--- src/sv/cbm_pkg.sv ---
// Shared constants and codes for the cartridge bank mapper.
// No dependencies; every other file imports this package.
package cbm_pkg;

  localparam int ADDR_W     = 16;
  localparam int DATA_W     = 8;
  localparam int TARGET_W   = 2;
  localparam int OFFSET_W   = 22;
  localparam int COUNT_W    = 9;
  localparam int PAGE_W     = 8;
  localparam int STEP_W     = $clog2(PAGE_W);
  localparam int IN_SLOT_W  = 14;
  localparam int REGION_W   = 3;

  localparam int RAM_BYTES   = 8192;
  localparam int SRAM_BYTES  = 32768;
  localparam int RAM_OFF_W   = $clog2(RAM_BYTES);
  localparam int SRAM_OFF_W  = $clog2(SRAM_BYTES);

  localparam int FC_DEPTH = 4;
  localparam int FC_IDX_W = $clog2(FC_DEPTH);

  localparam logic [ADDR_W-1:0] MAPPER_BASE = 16'hFFFC;

  localparam logic [REGION_W-1:0] REGION_SLOT1_FIRST = 3'd2;
  localparam logic [REGION_W-1:0] REGION_SLOT2_FIRST = 3'd4;
  localparam logic [REGION_W-1:0] REGION_RAM_FIRST   = 3'd6;

  localparam logic [TARGET_W-1:0] TGT_ROM  = 2'd0;
  localparam logic [TARGET_W-1:0] TGT_SRAM = 2'd1;
  localparam logic [TARGET_W-1:0] TGT_RAM  = 2'd2;
  localparam logic [TARGET_W-1:0] TGT_DROP = 2'd3;

  localparam logic [FC_IDX_W-1:0] FC_SRAM_CTRL = 2'd0;
  localparam logic [FC_IDX_W-1:0] FC_SLOT0     = 2'd1;
  localparam logic [FC_IDX_W-1:0] FC_SLOT1     = 2'd2;
  localparam logic [FC_IDX_W-1:0] FC_SLOT2     = 2'd3;

  localparam int SRAM_ENABLE_BIT = 3;
  localparam int SRAM_BANK_BIT   = 2;

  localparam logic [COUNT_W-1:0] PAGE_COUNT_RESET = 9'd1;
  localparam logic [PAGE_W-1:0]  SLOT0_RESET      = 8'd0;
  localparam logic [PAGE_W-1:0]  SLOT1_RESET      = 8'd1;
  localparam logic [PAGE_W-1:0]  SLOT2_RESET      = 8'd0;

endpackage

--- src/sv/cbm_req_if.sv ---
// Request channel of the bank mapper: one CPU bus access per word.
// Depends on cbm_pkg for field widths.
interface cbm_req_if import cbm_pkg::*; ();
  logic                valid;
  logic                ready;
  logic                req_type;
  logic [ADDR_W-1:0]   cpu_address;
  logic [DATA_W-1:0]   write_data;

  modport source (output valid, req_type, cpu_address, write_data, input ready);
  modport sink   (input valid, req_type, cpu_address, write_data, output ready);
endinterface

--- src/sv/cbm_rsp_if.sv ---
// Response channel of the bank mapper: one translated access per word.
// Depends on cbm_pkg for field widths.
interface cbm_rsp_if import cbm_pkg::*; ();
  logic                  valid;
  logic                  ready;
  logic [TARGET_W-1:0]   target;
  logic [OFFSET_W-1:0]   physical_offset;
  logic                  sram_used;

  modport source (output valid, target, physical_offset, sram_used, input ready);
  modport sink   (input valid, target, physical_offset, sram_used, output ready);
endinterface

--- src/sv/cartridge_bank_mapper_top.sv ---
// Cartridge bank mapper: translates one CPU bus access per request word into a
// target store and byte offset. Reads and writes that do not hit the mapper
// registers are loaded into the output register at the edge that takes them
// when the output is free, else they wait in ST_DONE until it is. A write at
// 0xFFFC-0xFFFF first passes the restoring remainder unit that reduces page
// numbers modulo rom_page_count; then the mapper update is applied and the
// result is loaded into the output register. The request side is not ready
// meanwhile. A finished result waits in an output register while the next
// request is taken.
// Depends on cbm_pkg, cbm_req_if, cbm_rsp_if and cbm_mod_unit.
module cartridge_bank_mapper_top import cbm_pkg::*; (
  input  logic               clk,
  input  logic               rst,
  input  logic               cfg_we,
  input  logic [COUNT_W-1:0] cfg_wdata,
  cbm_req_if.sink            req,
  cbm_rsp_if.source          rsp
);

  typedef enum logic [1:0] {ST_IDLE, ST_DIVIDE, ST_DONE} state_t;

  state_t               state;
  logic [COUNT_W-1:0]   rom_page_count;
  logic [DATA_W-1:0]    frame_control [FC_DEPTH];
  logic [PAGE_W-1:0]    slot0_page;
  logic [PAGE_W-1:0]    slot1_page;
  logic [PAGE_W-1:0]    slot2_page;
  logic                 slot2_sram_on;
  logic                 slot2_sram_bank;
  logic                 sram_used_flag;

  logic                 out_valid;
  logic                 out_valid_next;
  logic [TARGET_W-1:0]  out_target;
  logic [OFFSET_W-1:0]  out_offset;
  logic                 out_sram_used;

  logic [TARGET_W-1:0]  pend_target;
  logic [OFFSET_W-1:0]  pend_offset;
  logic [FC_IDX_W-1:0]  pend_reg;
  logic [DATA_W-1:0]    pend_data;

  logic [REGION_W-1:0]  region;
  logic [PAGE_W-1:0]    rom_page;
  logic [TARGET_W-1:0]  acc_target;
  logic [OFFSET_W-1:0]  acc_offset;
  logic                 accept;
  logic                 is_mapper;
  logic                 out_free;
  logic                 load_direct;
  logic                 load_done;
  logic                 div_done;
  logic [PAGE_W-1:0]    div_rem;
  logic [PAGE_W-1:0]    div_operand;

  assign req.ready   = (state == ST_IDLE);
  assign accept      = req.valid && req.ready;
  assign is_mapper   = req.req_type && (req.cpu_address >= MAPPER_BASE);
  assign out_free    = !out_valid || rsp.ready;
  assign load_direct = (state == ST_IDLE) && accept && !is_mapper && out_free;
  assign load_done   = (state == ST_DONE) && out_free;
  assign out_valid_next = load_direct || load_done || (out_valid && !rsp.ready);

  assign rsp.valid           = out_valid;
  assign rsp.target          = out_target;
  assign rsp.physical_offset = out_offset;
  assign rsp.sram_used       = out_sram_used;

  assign region = req.cpu_address[ADDR_W-1 -: REGION_W];

  always_comb begin
    if (region < REGION_SLOT1_FIRST) begin
      rom_page = slot0_page;
    end else if (region < REGION_SLOT2_FIRST) begin
      rom_page = slot1_page;
    end else begin
      rom_page = slot2_page;
    end
    if (region >= REGION_RAM_FIRST) begin
      acc_target = TGT_RAM;
      acc_offset = OFFSET_W'(req.cpu_address[RAM_OFF_W-1:0]);
    end else if (region >= REGION_SLOT2_FIRST && slot2_sram_on) begin
      acc_target = TGT_SRAM;
      acc_offset = OFFSET_W'(SRAM_OFF_W'({slot2_sram_bank,
                                           req.cpu_address[IN_SLOT_W-1:0]}));
    end else if (req.req_type) begin
      acc_target = TGT_DROP;
      acc_offset = '0;
    end else begin
      acc_target = TGT_ROM;
      acc_offset = {rom_page, req.cpu_address[IN_SLOT_W-1:0]};
    end
  end

  assign div_operand = (req.cpu_address[FC_IDX_W-1:0] == FC_SRAM_CTRL) ?
                       frame_control[FC_SLOT2] : req.write_data;

  cbm_mod_unit u_mod (
    .clk       (clk),
    .rst       (rst),
    .start     (accept && is_mapper),
    .dividend  (div_operand),
    .modulus   (rom_page_count),
    .done      (div_done),
    .remainder (div_rem)
  );

  always_ff @(posedge clk) begin
    if (rst) begin
      state                   <= ST_IDLE;
      out_valid               <= 1'b0;
      rom_page_count          <= PAGE_COUNT_RESET;
      frame_control[FC_SRAM_CTRL] <= '0;
      frame_control[FC_SLOT0] <= '0;
      frame_control[FC_SLOT1] <= DATA_W'(1);
      frame_control[FC_SLOT2] <= '0;
      slot0_page              <= SLOT0_RESET;
      slot1_page              <= SLOT1_RESET;
      slot2_page              <= SLOT2_RESET;
      slot2_sram_on           <= 1'b0;
      slot2_sram_bank         <= 1'b0;
      sram_used_flag          <= 1'b0;
    end else begin
      if (cfg_we) begin
        rom_page_count <= cfg_wdata;
      end
      out_valid <= out_valid_next;
      case (state)
        ST_IDLE: begin
          if (accept) begin
            if (is_mapper) begin
              state <= ST_DIVIDE;
            end else if (!out_free) begin
              state <= ST_DONE;
            end
          end
        end
        ST_DIVIDE: begin
          if (div_done) begin
            frame_control[pend_reg] <= pend_data;
            case (pend_reg)
              FC_SRAM_CTRL: begin
                if (pend_data[SRAM_ENABLE_BIT]) begin
                  slot2_sram_on   <= 1'b1;
                  slot2_sram_bank <= pend_data[SRAM_BANK_BIT];
                  sram_used_flag  <= 1'b1;
                end else begin
                  slot2_sram_on <= 1'b0;
                  slot2_page    <= div_rem;
                end
              end
              FC_SLOT0: slot0_page <= div_rem;
              FC_SLOT1: slot1_page <= div_rem;
              default: begin
                if (!frame_control[FC_SRAM_CTRL][SRAM_ENABLE_BIT]) begin
                  slot2_page <= div_rem;
                end
              end
            endcase
            state <= ST_DONE;
          end
        end
        ST_DONE: begin
          if (out_free) begin
            state <= ST_IDLE;
          end
        end
        default: state <= ST_IDLE;
      endcase
    end
  end

  always_ff @(posedge clk) begin
    if (accept) begin
      pend_target <= acc_target;
      pend_offset <= acc_offset;
      pend_reg    <= req.cpu_address[FC_IDX_W-1:0];
      pend_data   <= req.write_data;
    end
    if (load_direct) begin
      out_target    <= acc_target;
      out_offset    <= acc_offset;
      out_sram_used <= sram_used_flag;
    end else if (load_done) begin
      out_target    <= pend_target;
      out_offset    <= pend_offset;
      out_sram_used <= sram_used_flag;
    end
  end

endmodule

--- src/sv/cbm_mod_unit.sv ---
// Restoring remainder unit: one dividend bit per cycle, page byte mod page count.
// Depends on cbm_pkg; used by cartridge_bank_mapper_top.
module cbm_mod_unit import cbm_pkg::*; (
  input  logic               clk,
  input  logic               rst,
  input  logic               start,
  input  logic [PAGE_W-1:0]  dividend,
  input  logic [COUNT_W-1:0] modulus,
  output logic               done,
  output logic [PAGE_W-1:0]  remainder
);

  logic               busy;
  logic [STEP_W-1:0]  step;
  logic [PAGE_W-1:0]  shift_reg;
  logic [PAGE_W-1:0]  rem;
  logic [COUNT_W-1:0] divisor;
  logic [COUNT_W-1:0] trial;
  logic [COUNT_W-1:0] diff;
  logic [PAGE_W-1:0]  rem_next;

  assign trial    = {1'b0, rem[PAGE_W-2:0], shift_reg[PAGE_W-1]};
  assign diff     = trial - divisor;
  assign rem_next = (trial >= divisor) ? diff[PAGE_W-1:0] : trial[PAGE_W-1:0];
  assign remainder = rem;

  always_ff @(posedge clk) begin
    if (rst) begin
      busy <= 1'b0;
      done <= 1'b0;
    end else begin
      busy <= start || (busy && step != '0);
      done <= !start && busy && step == '0;
    end
  end

  always_ff @(posedge clk) begin
    if (start) begin
      step      <= STEP_W'(PAGE_W - 1);
      rem       <= '0;
      shift_reg <= dividend;
      divisor   <= (modulus == '0) ? COUNT_W'(1) : modulus;
    end else if (busy) begin
      step      <= step - STEP_W'(1);
      rem       <= rem_next;
      shift_reg <= {shift_reg[PAGE_W-2:0], 1'b0};
    end
  end

endmodule

--- src/flat_wrapper.sv ---
// flat-port wrapper written by rule: the top's interface ports become plain ports
module cartridge_bank_mapper_top_flat import cbm_pkg::*;
  (clk, rst, cfg_we, cfg_wdata, req_valid, req_req_type, req_cpu_address, req_write_data, req_ready, rsp_valid, rsp_target, rsp_physical_offset, rsp_sram_used, rsp_ready);
  cbm_req_if req_i ();
  cbm_rsp_if rsp_i ();
  input  logic clk;
  input  logic rst;
  input  logic cfg_we;
  input  logic [COUNT_W-1:0] cfg_wdata;
  input wire logic [$bits(req_i.valid)-1:0] req_valid;
  input wire logic [$bits(req_i.req_type)-1:0] req_req_type;
  input wire logic [$bits(req_i.cpu_address)-1:0] req_cpu_address;
  input wire logic [$bits(req_i.write_data)-1:0] req_write_data;
  output wire logic [$bits(req_i.ready)-1:0] req_ready;
  output wire logic [$bits(rsp_i.valid)-1:0] rsp_valid;
  output wire logic [$bits(rsp_i.target)-1:0] rsp_target;
  output wire logic [$bits(rsp_i.physical_offset)-1:0] rsp_physical_offset;
  output wire logic [$bits(rsp_i.sram_used)-1:0] rsp_sram_used;
  input wire logic [$bits(rsp_i.ready)-1:0] rsp_ready;
  assign req_i.valid = req_valid;
  assign req_i.req_type = req_req_type;
  assign req_i.cpu_address = req_cpu_address;
  assign req_i.write_data = req_write_data;
  assign req_ready = req_i.ready;
  assign rsp_valid = rsp_i.valid;
  assign rsp_target = rsp_i.target;
  assign rsp_physical_offset = rsp_i.physical_offset;
  assign rsp_sram_used = rsp_i.sram_used;
  assign rsp_i.ready = rsp_ready;
  cartridge_bank_mapper_top u_core (.clk(clk), .rst(rst), .cfg_we(cfg_we), .cfg_wdata(cfg_wdata), .req(req_i), .rsp(rsp_i));
endmodule
--- config.mk ---
export PLATFORM = sky130hd
export DESIGN_NAME = cartridge_bank_mapper_top_flat
export DESIGN_NICKNAME = d
export VERILOG_FILES = /design/src/sv/cbm_pkg.sv /design/src/sv/cbm_req_if.sv /design/src/sv/cbm_rsp_if.sv /design/src/sv/cartridge_bank_mapper_top.sv /design/src/sv/cbm_mod_unit.sv /design/src/flat_wrapper.sv
export SDC_FILE = /design/constraint.sdc
export NUM_CORES = 1
export LEC_CHECK = 0
export ABC_CLOCK_PERIOD_IN_PS = 4210
export BUFFER_PORTS_ARGS = -buffer_cell sky130_fd_sc_hd__buf_2
export CAP_MARGIN = 20
export CORE_ASPECT_RATIO = 1.2
export CORE_MARGIN = 4
export CORE_UTILIZATION = 57
export DETAILED_ROUTE_END_ITERATION = 6
export HOLD_SLACK_MARGIN = 0.02
export PLACE_DENSITY_LB_ADDON = 0.3
export SYNTH_ARGS = -nofsm -noshare
export SYNTH_HDL_FRONTEND = slang
export SYNTH_SLANG_ARGS = --single-unit
export TNS_END_PERCENT = 5
--- constraint.sdc ---
create_clock -name clk -period 4.21 [get_ports clk]
set_input_delay 0.421 -clock clk [delete_from_list [all_inputs] [get_ports clk]]
set_output_delay 0.421 -clock clk [all_outputs]
set_load 0.02 [all_outputs]
# --- Yosys cells after proc, flatten, opt, wreduce, memory -nomap -nowiden ---
# Memories as Yosys holds them, arrays and structs flattened.
# Cells that the tools add are included.
word_totals:
  register_bits: 128
  ramBits: 32
  in_bits: 39
  mem_count: 1
mem_list:
  columns: ["name", "words", "word_bits", "rd", "rd_ports_with_merged_regs", "wr", "line_no", "text"]
  rows:
  - ["u_core.frame_control", 4, 8, 2, 0, 4, "cartridge_bank_mapper_top.sv:24", "logic [DATA_W-1:0] frame_control [FC_DEPTH];"]
classes:
  add_sub_neg: 2
  magnitude_cmp: 6
  n_eq_ne: 10
  n_mux: 37
  n_bitwise: 1
  n_reduce_logical: 36
ops:
  columns: ["operator", "n"]
  rows:
  - ["$mux 22", 5]
  - ["$mux 8", 9]
  - ["$mux 2", 11]
  - ["$ge 16x16->1 const B", 1]
  - ["$pmux 8 s2", 1]
  - ["$logic_and 1x1->1", 12]
  - ["$mux 1", 10]
  - ["$ge 8x9->1", 1]
  - ["$logic_not 9->1", 1]
  - ["$reduce_and 3->1", 3]
  - ["$ne 2x2->1 const B", 4]
  - ["$reduce_and 4->1", 2]
  - ["$reduce_or 8->1", 1]
  - ["$sub 8x8->8", 1]
  - ["$ge 3x3->1 const B", 2]
  - ["$logic_not 2->1", 3]
  - ["$pmux 2 s3", 1]
  - ["$reduce_and 5->1", 1]
  - ["$eq 2x1->1 const B", 2]
  - ["$eq 2x2->1 const B", 2]
  - ["$logic_not 1->1", 4]
  - ["$logic_or 1x1->1", 4]
  - ["$reduce_bool 2->1", 2]
  - ["$logic_not 3->1", 1]
  - ["8 further kinds", 8]

# --- Longest topological paths before layout ---
logic_depth:
  word_depth: 7
  ltp_mapped: 9
  ltp_nobuf: 9

# --- By module ---
# A second synthesis with hierarchy kept.
unflattened:
  hier_cells: 503
  area_unflattened_um2: 6180.9
by_module_without_submodules:
  columns: ["mod", "instances", "cells_per_inst", "area_per_inst_um2"]
  rows:
  - ["cartridge_bank_mapper_top", 1, 342, 4514.3]
  - ["cbm_mod_unit", 1, 161, 1666.6]

# --- Worst setup path before layout ---
# Ideal clock, no wire load.
synth_timing:
  kind: "register -> register"
  from: "register u_core.state[0]"
  to: "register u_core.out_offset[0], in the netlist u_core.rsp.physical_offset[0] (enable)"
  setup_ns: 0.442
  arrival_ns: 3.065
  required_time_ns: 3.768
  setup_slack_ns: 0.703
  stages_incl_launch_ff: 7
  cell_sequence: "dfxtp_1 -> nor2_1 -> and2_1 -> nand3b_1 -> buf_4 -> buf_4 -> o21ai_0"
synth_via:
  elab_chain_cells: 6
  elab_cells_between_ends: 8
  classes_between: "eq/ne (1); reduce/logical (7)"
synth_lines:
  columns: ["item", "line_no", "text"]
  rows:
  - ["start: declaration", "cartridge_bank_mapper_top.sv:22", "state_t state;"]
  - ["start signal: assignment", "cartridge_bank_mapper_top.sv:110", "state <= ST_IDLE;"]
  - ["start signal: assignment", "cartridge_bank_mapper_top.sv:132", "state <= ST_DIVIDE;"]
  - ["start signal: assignment", "cartridge_bank_mapper_top.sv:134", "state <= ST_DONE;"]
  - ["$logic_not 2->1", "cartridge_bank_mapper_top.sv:56", "assign req.ready = (state == ST_IDLE);"]
  - ["named net req_ready", "flat_wrapper.sv:14", "output wire logic [$bits(req_i.ready)-1:0] req_ready;"]
  - ["$logic_and 1x1->1", "cartridge_bank_mapper_top.sv:57", "assign accept = req.valid && req.ready;"]
  - ["named net u_core.accept", "cartridge_bank_mapper_top.sv:47", "logic accept;"]
  - ["$logic_and 1x1->1 (3 in series)", "cartridge_bank_mapper_top.sv:60", "assign load_direct = (state == ST_IDLE) && accept && !is_mapper && out_free;"]
  - ["$reduce_bool 2->1 (no source line)", null, null]
  - ["end signal: assignment", "cartridge_bank_mapper_top.sv:182", "out_offset <= acc_offset;"]
  - ["end signal: assignment", "cartridge_bank_mapper_top.sv:186", "out_offset <= pend_offset;"]
  - ["end: declaration", "cartridge_bank_mapper_top.sv:35", "logic [OFFSET_W-1:0] out_offset;"]
# The timed path passes the listed nets, and every way through them passes these cells.
# A chain may end at the register's enable or synchronous reset.

# --- Worst setup path after layout ---
layout_timing:
  from: "input port req_cpu_address[15]"
  to: "register u_core.u_mod.rem[5], in the netlist u_core.u_mod.remainder[5]"
layout_via:
  elab_chain_cells: 3
layout_lines:
  columns: ["item", "line_no", "text"]
  rows:
  - ["start: declaration", "flat_wrapper.sv:12", "input wire logic [$bits(req_i.cpu_address)-1:0] req_cpu_address;"]
  - ["$ge 16x16->1", "cartridge_bank_mapper_top.sv:58", "assign is_mapper = req.req_type && (req.cpu_address >= MAPPER_BASE);"]
  - ["$logic_and 1x1->1", "cartridge_bank_mapper_top.sv:58", null]
  - ["$logic_and 1x1->1", "cartridge_bank_mapper_top.sv:101", ".start (accept && is_mapper),"]
  - ["end signal: assignment", "cbm_mod_unit.sv:45", "rem <= rem_next;"]
  - ["end: declaration", "cbm_mod_unit.sv:16", "logic [PAGE_W-1:0] rem;"]
# No other way between the ends.

==> flow_metrics.tcl <==
set metrics [dict create \
    start_util 0.591 \
    wirelength_mm 11.4 \
    worst-path-max-fanout 31 \
    tightest_slew_ns 0.904 \
    ant_nets 0 \
    clock_latency_ns 0.41 \
    regArea_um2 3590 \
    worst_hold_path_type "primary input to flop" \
    clkSinkCount 137 \
    numPortBuffers 65 \
    die-area_um2 12200 \
    syn_area_per_cell_um2 11.6 \
    dieWidth_um 102 \
    final_nets 627 \
    syn_area_um2 5980 \
    detail_route.wl_per_cell_um 16.1 \
    yosys-top-cells-area "edfxtp_1 (43%), dfxtp_1 (17%), mux2i_1 (5.9%), mux2_2 (4.9%), nand2_1 (4.3%)" \
    min_path_cells 1 \
    synth_top_area_share 0.427 \
    grt_max_degree 45 \
    fin_crit_ns 2.56 \
    cts_resized 0 \
    clk_pin_slew_worst_paths_ns 0.05 \
    route.vias.total 3940 \
    yosys_warnings 0 \
    synth_top_cell_by_area "edfxtp_1" \
    drt_iter0_markers 188 \
    rsz0062_at_grt "false" \
    antenna_found_initial 0 \
    clockBufferDepth 2 \
    dp_hpwl_mm 7.82 \
    fill_cells 752 \
    synth-seq-area-share 0.601 \
    relSlewSlack 0.395 \
    synthCells 516 \
    synthArstFlopShare 0 \
    drc 0 \
    r2r_cells 7 \
    hold_viol 0 \
    ys_ff_latch 137 \
    start_kind "primary input" \
    antenna_cells 0 \
    grt_pass1_vias 3967 \
    status "complete, no violations" \
    cts_buffers 17 \
    area_growth_pct 15.5 \
    power.total_w 0.00318 \
    finalMaxSlewViolations 0 \
    grt-ovfl-total 0 \
    min_period_over_period 0.607 \
    arrival_ns 2.85 \
    powerDensity_nw_per_um2 461 \
    maxCapViolations 0 \
    finish.utilization 0.683 \
    cp-end-kind "flop" \
    finalSetupViolCount 0 \
    grt_pass1_wl_mm 18.8 \
    htree_levels 4 \
    track_usage 0.196 \
    cts_tree "done" \
    cts-root-buf "clkbuf_16" \
    synth_ff_type "edfxtp_1" \
    cts_setup_buffers 0 \
    firstDrtPassIters 5 \
    crit_required_ns 4.50 \
    dp_slack_ns 1.24 \
    max_freq_ghz 0.391 \
    yosysMostFrequentCell "edfxtp_1" \
    fin_skew_ns 0.00520 \
    coreArea_um2 10100 \
    gp_congestion 0.793 \
    num_io_pins 66 \
    fin_tns_setup_ns 0 \
    synth_edf_count 85 \
    syn-num-nets 569 \
    path_class "primary input to flop" \
    rows 40 \
    synth_common_cells "edfxtp_1 (85), nand2_1 (68), dfxtp_1 (52), mux2i_1 (35), o21ai_0 (33)" \
    setup_slack_ns 1.65 \
    postCtsHoldBufs 0 \
    multi_input_area_um2 2180 \
    synth_cell_types 46 \
    irDropWorstVdd_uv 350 \
    route.detailed.vias_per_inst 5.54 \
    die_y_um 120 \
    drive_above_1_share 0.215 \
    total_leakage_power_nw 2.76 \
]
==> metrics by stage <==
stage / hold WS [ns] / area, µm² / instances
after floorplan: 0.408 / 5980 / 516
after global placement: 0.415 / 6350 / 680
after detailed placement: 0.425 / 6360 / 681
after CTS: 0.185 / 6900 / 711
after global routing: 0.196 / 6900 / 711
final: 0.200 / 6900 / 711
==> path summary, 6_finish.rpt <==
kind / from / to / slack (ns)
worst max-delay path: req_cpu_address[15] / u_core.u_mod.remainder[5] / 1.65
worst min-delay path: req_write_data[0] / u_core.pend_data[0] / 0.20
worst max register to register: u_core.u_mod.remainder[4] / u_core.u_mod.remainder[1] / 1.82
worst min register to register: u_core.sram_used_flag / u_core.rsp.sram_used / 0.44
==> final cells by class <==
type                       count  share of cell area
clock buffer                  19              0.0627
clock inverter                11              0.0156
inverter                      21              0.0114
multi-input combinational    329               0.316
sequential                   137               0.520
tap                          126              0.0228
timing repair buffer          68              0.0515
==> cells in the final DEF, fill, tap and decap left out, types with 13 or more instances in the layout <==
master,n
a21oi_1,29
and2_1,32
buf_2,65
clkbuf_16,17
dfxtp_1,52
edfxtp_1,85
ha_1,13
inv_1,21
mux2_2,26
mux2i_1,35
nand2_1,68
nor2_1,30
o21ai_0,32
==> kinds of logic after synthesis <==
| family | Yosys count | share of synthesized area |
|---|---|---|
| AOI/OAI and AO/OA | 81 | 0.0808 |
| xor gates and xnor gates | 6 | 0.00879 |
| muxes | 61 | 0.108 |
| DFF | 137 | 0.601 |
| and+or+nand+nor | 167 | 0.136 |
| buffers and inverters | 50 | 0.0354 |
| adders and majority gates | 14 | 0.0306 |
==> worst max-delay path, stage by stage <==
cell and delay, ns:
buf_2 0.34, nand4_1 0.22, nor4_2 0.36, nand2_1 0.64, inv_1 0.58, o32a_1 0.20, o21ai_0 0.07
==> power by group <==
group	switching, W	leakage, nW	internal [W]
clock	0.000518	0.265	0.000853
sequential	0.0000381	1.26	0.00150
combinational	0.000161	1.24	0.000114
total	0.000717	2.76	0.00247
==> layer usage <==
layer  vias to the layer above  GRT usage  part of all wire
li1                       1941          -                 -
met1                      1851      0.241              0.41
met2                       126      0.327              0.51
met3                        22     0.0537             0.061
met4                         0     0.0748             0.020
met5                         -          0                 0
Power figures use the tool's default switching activity.
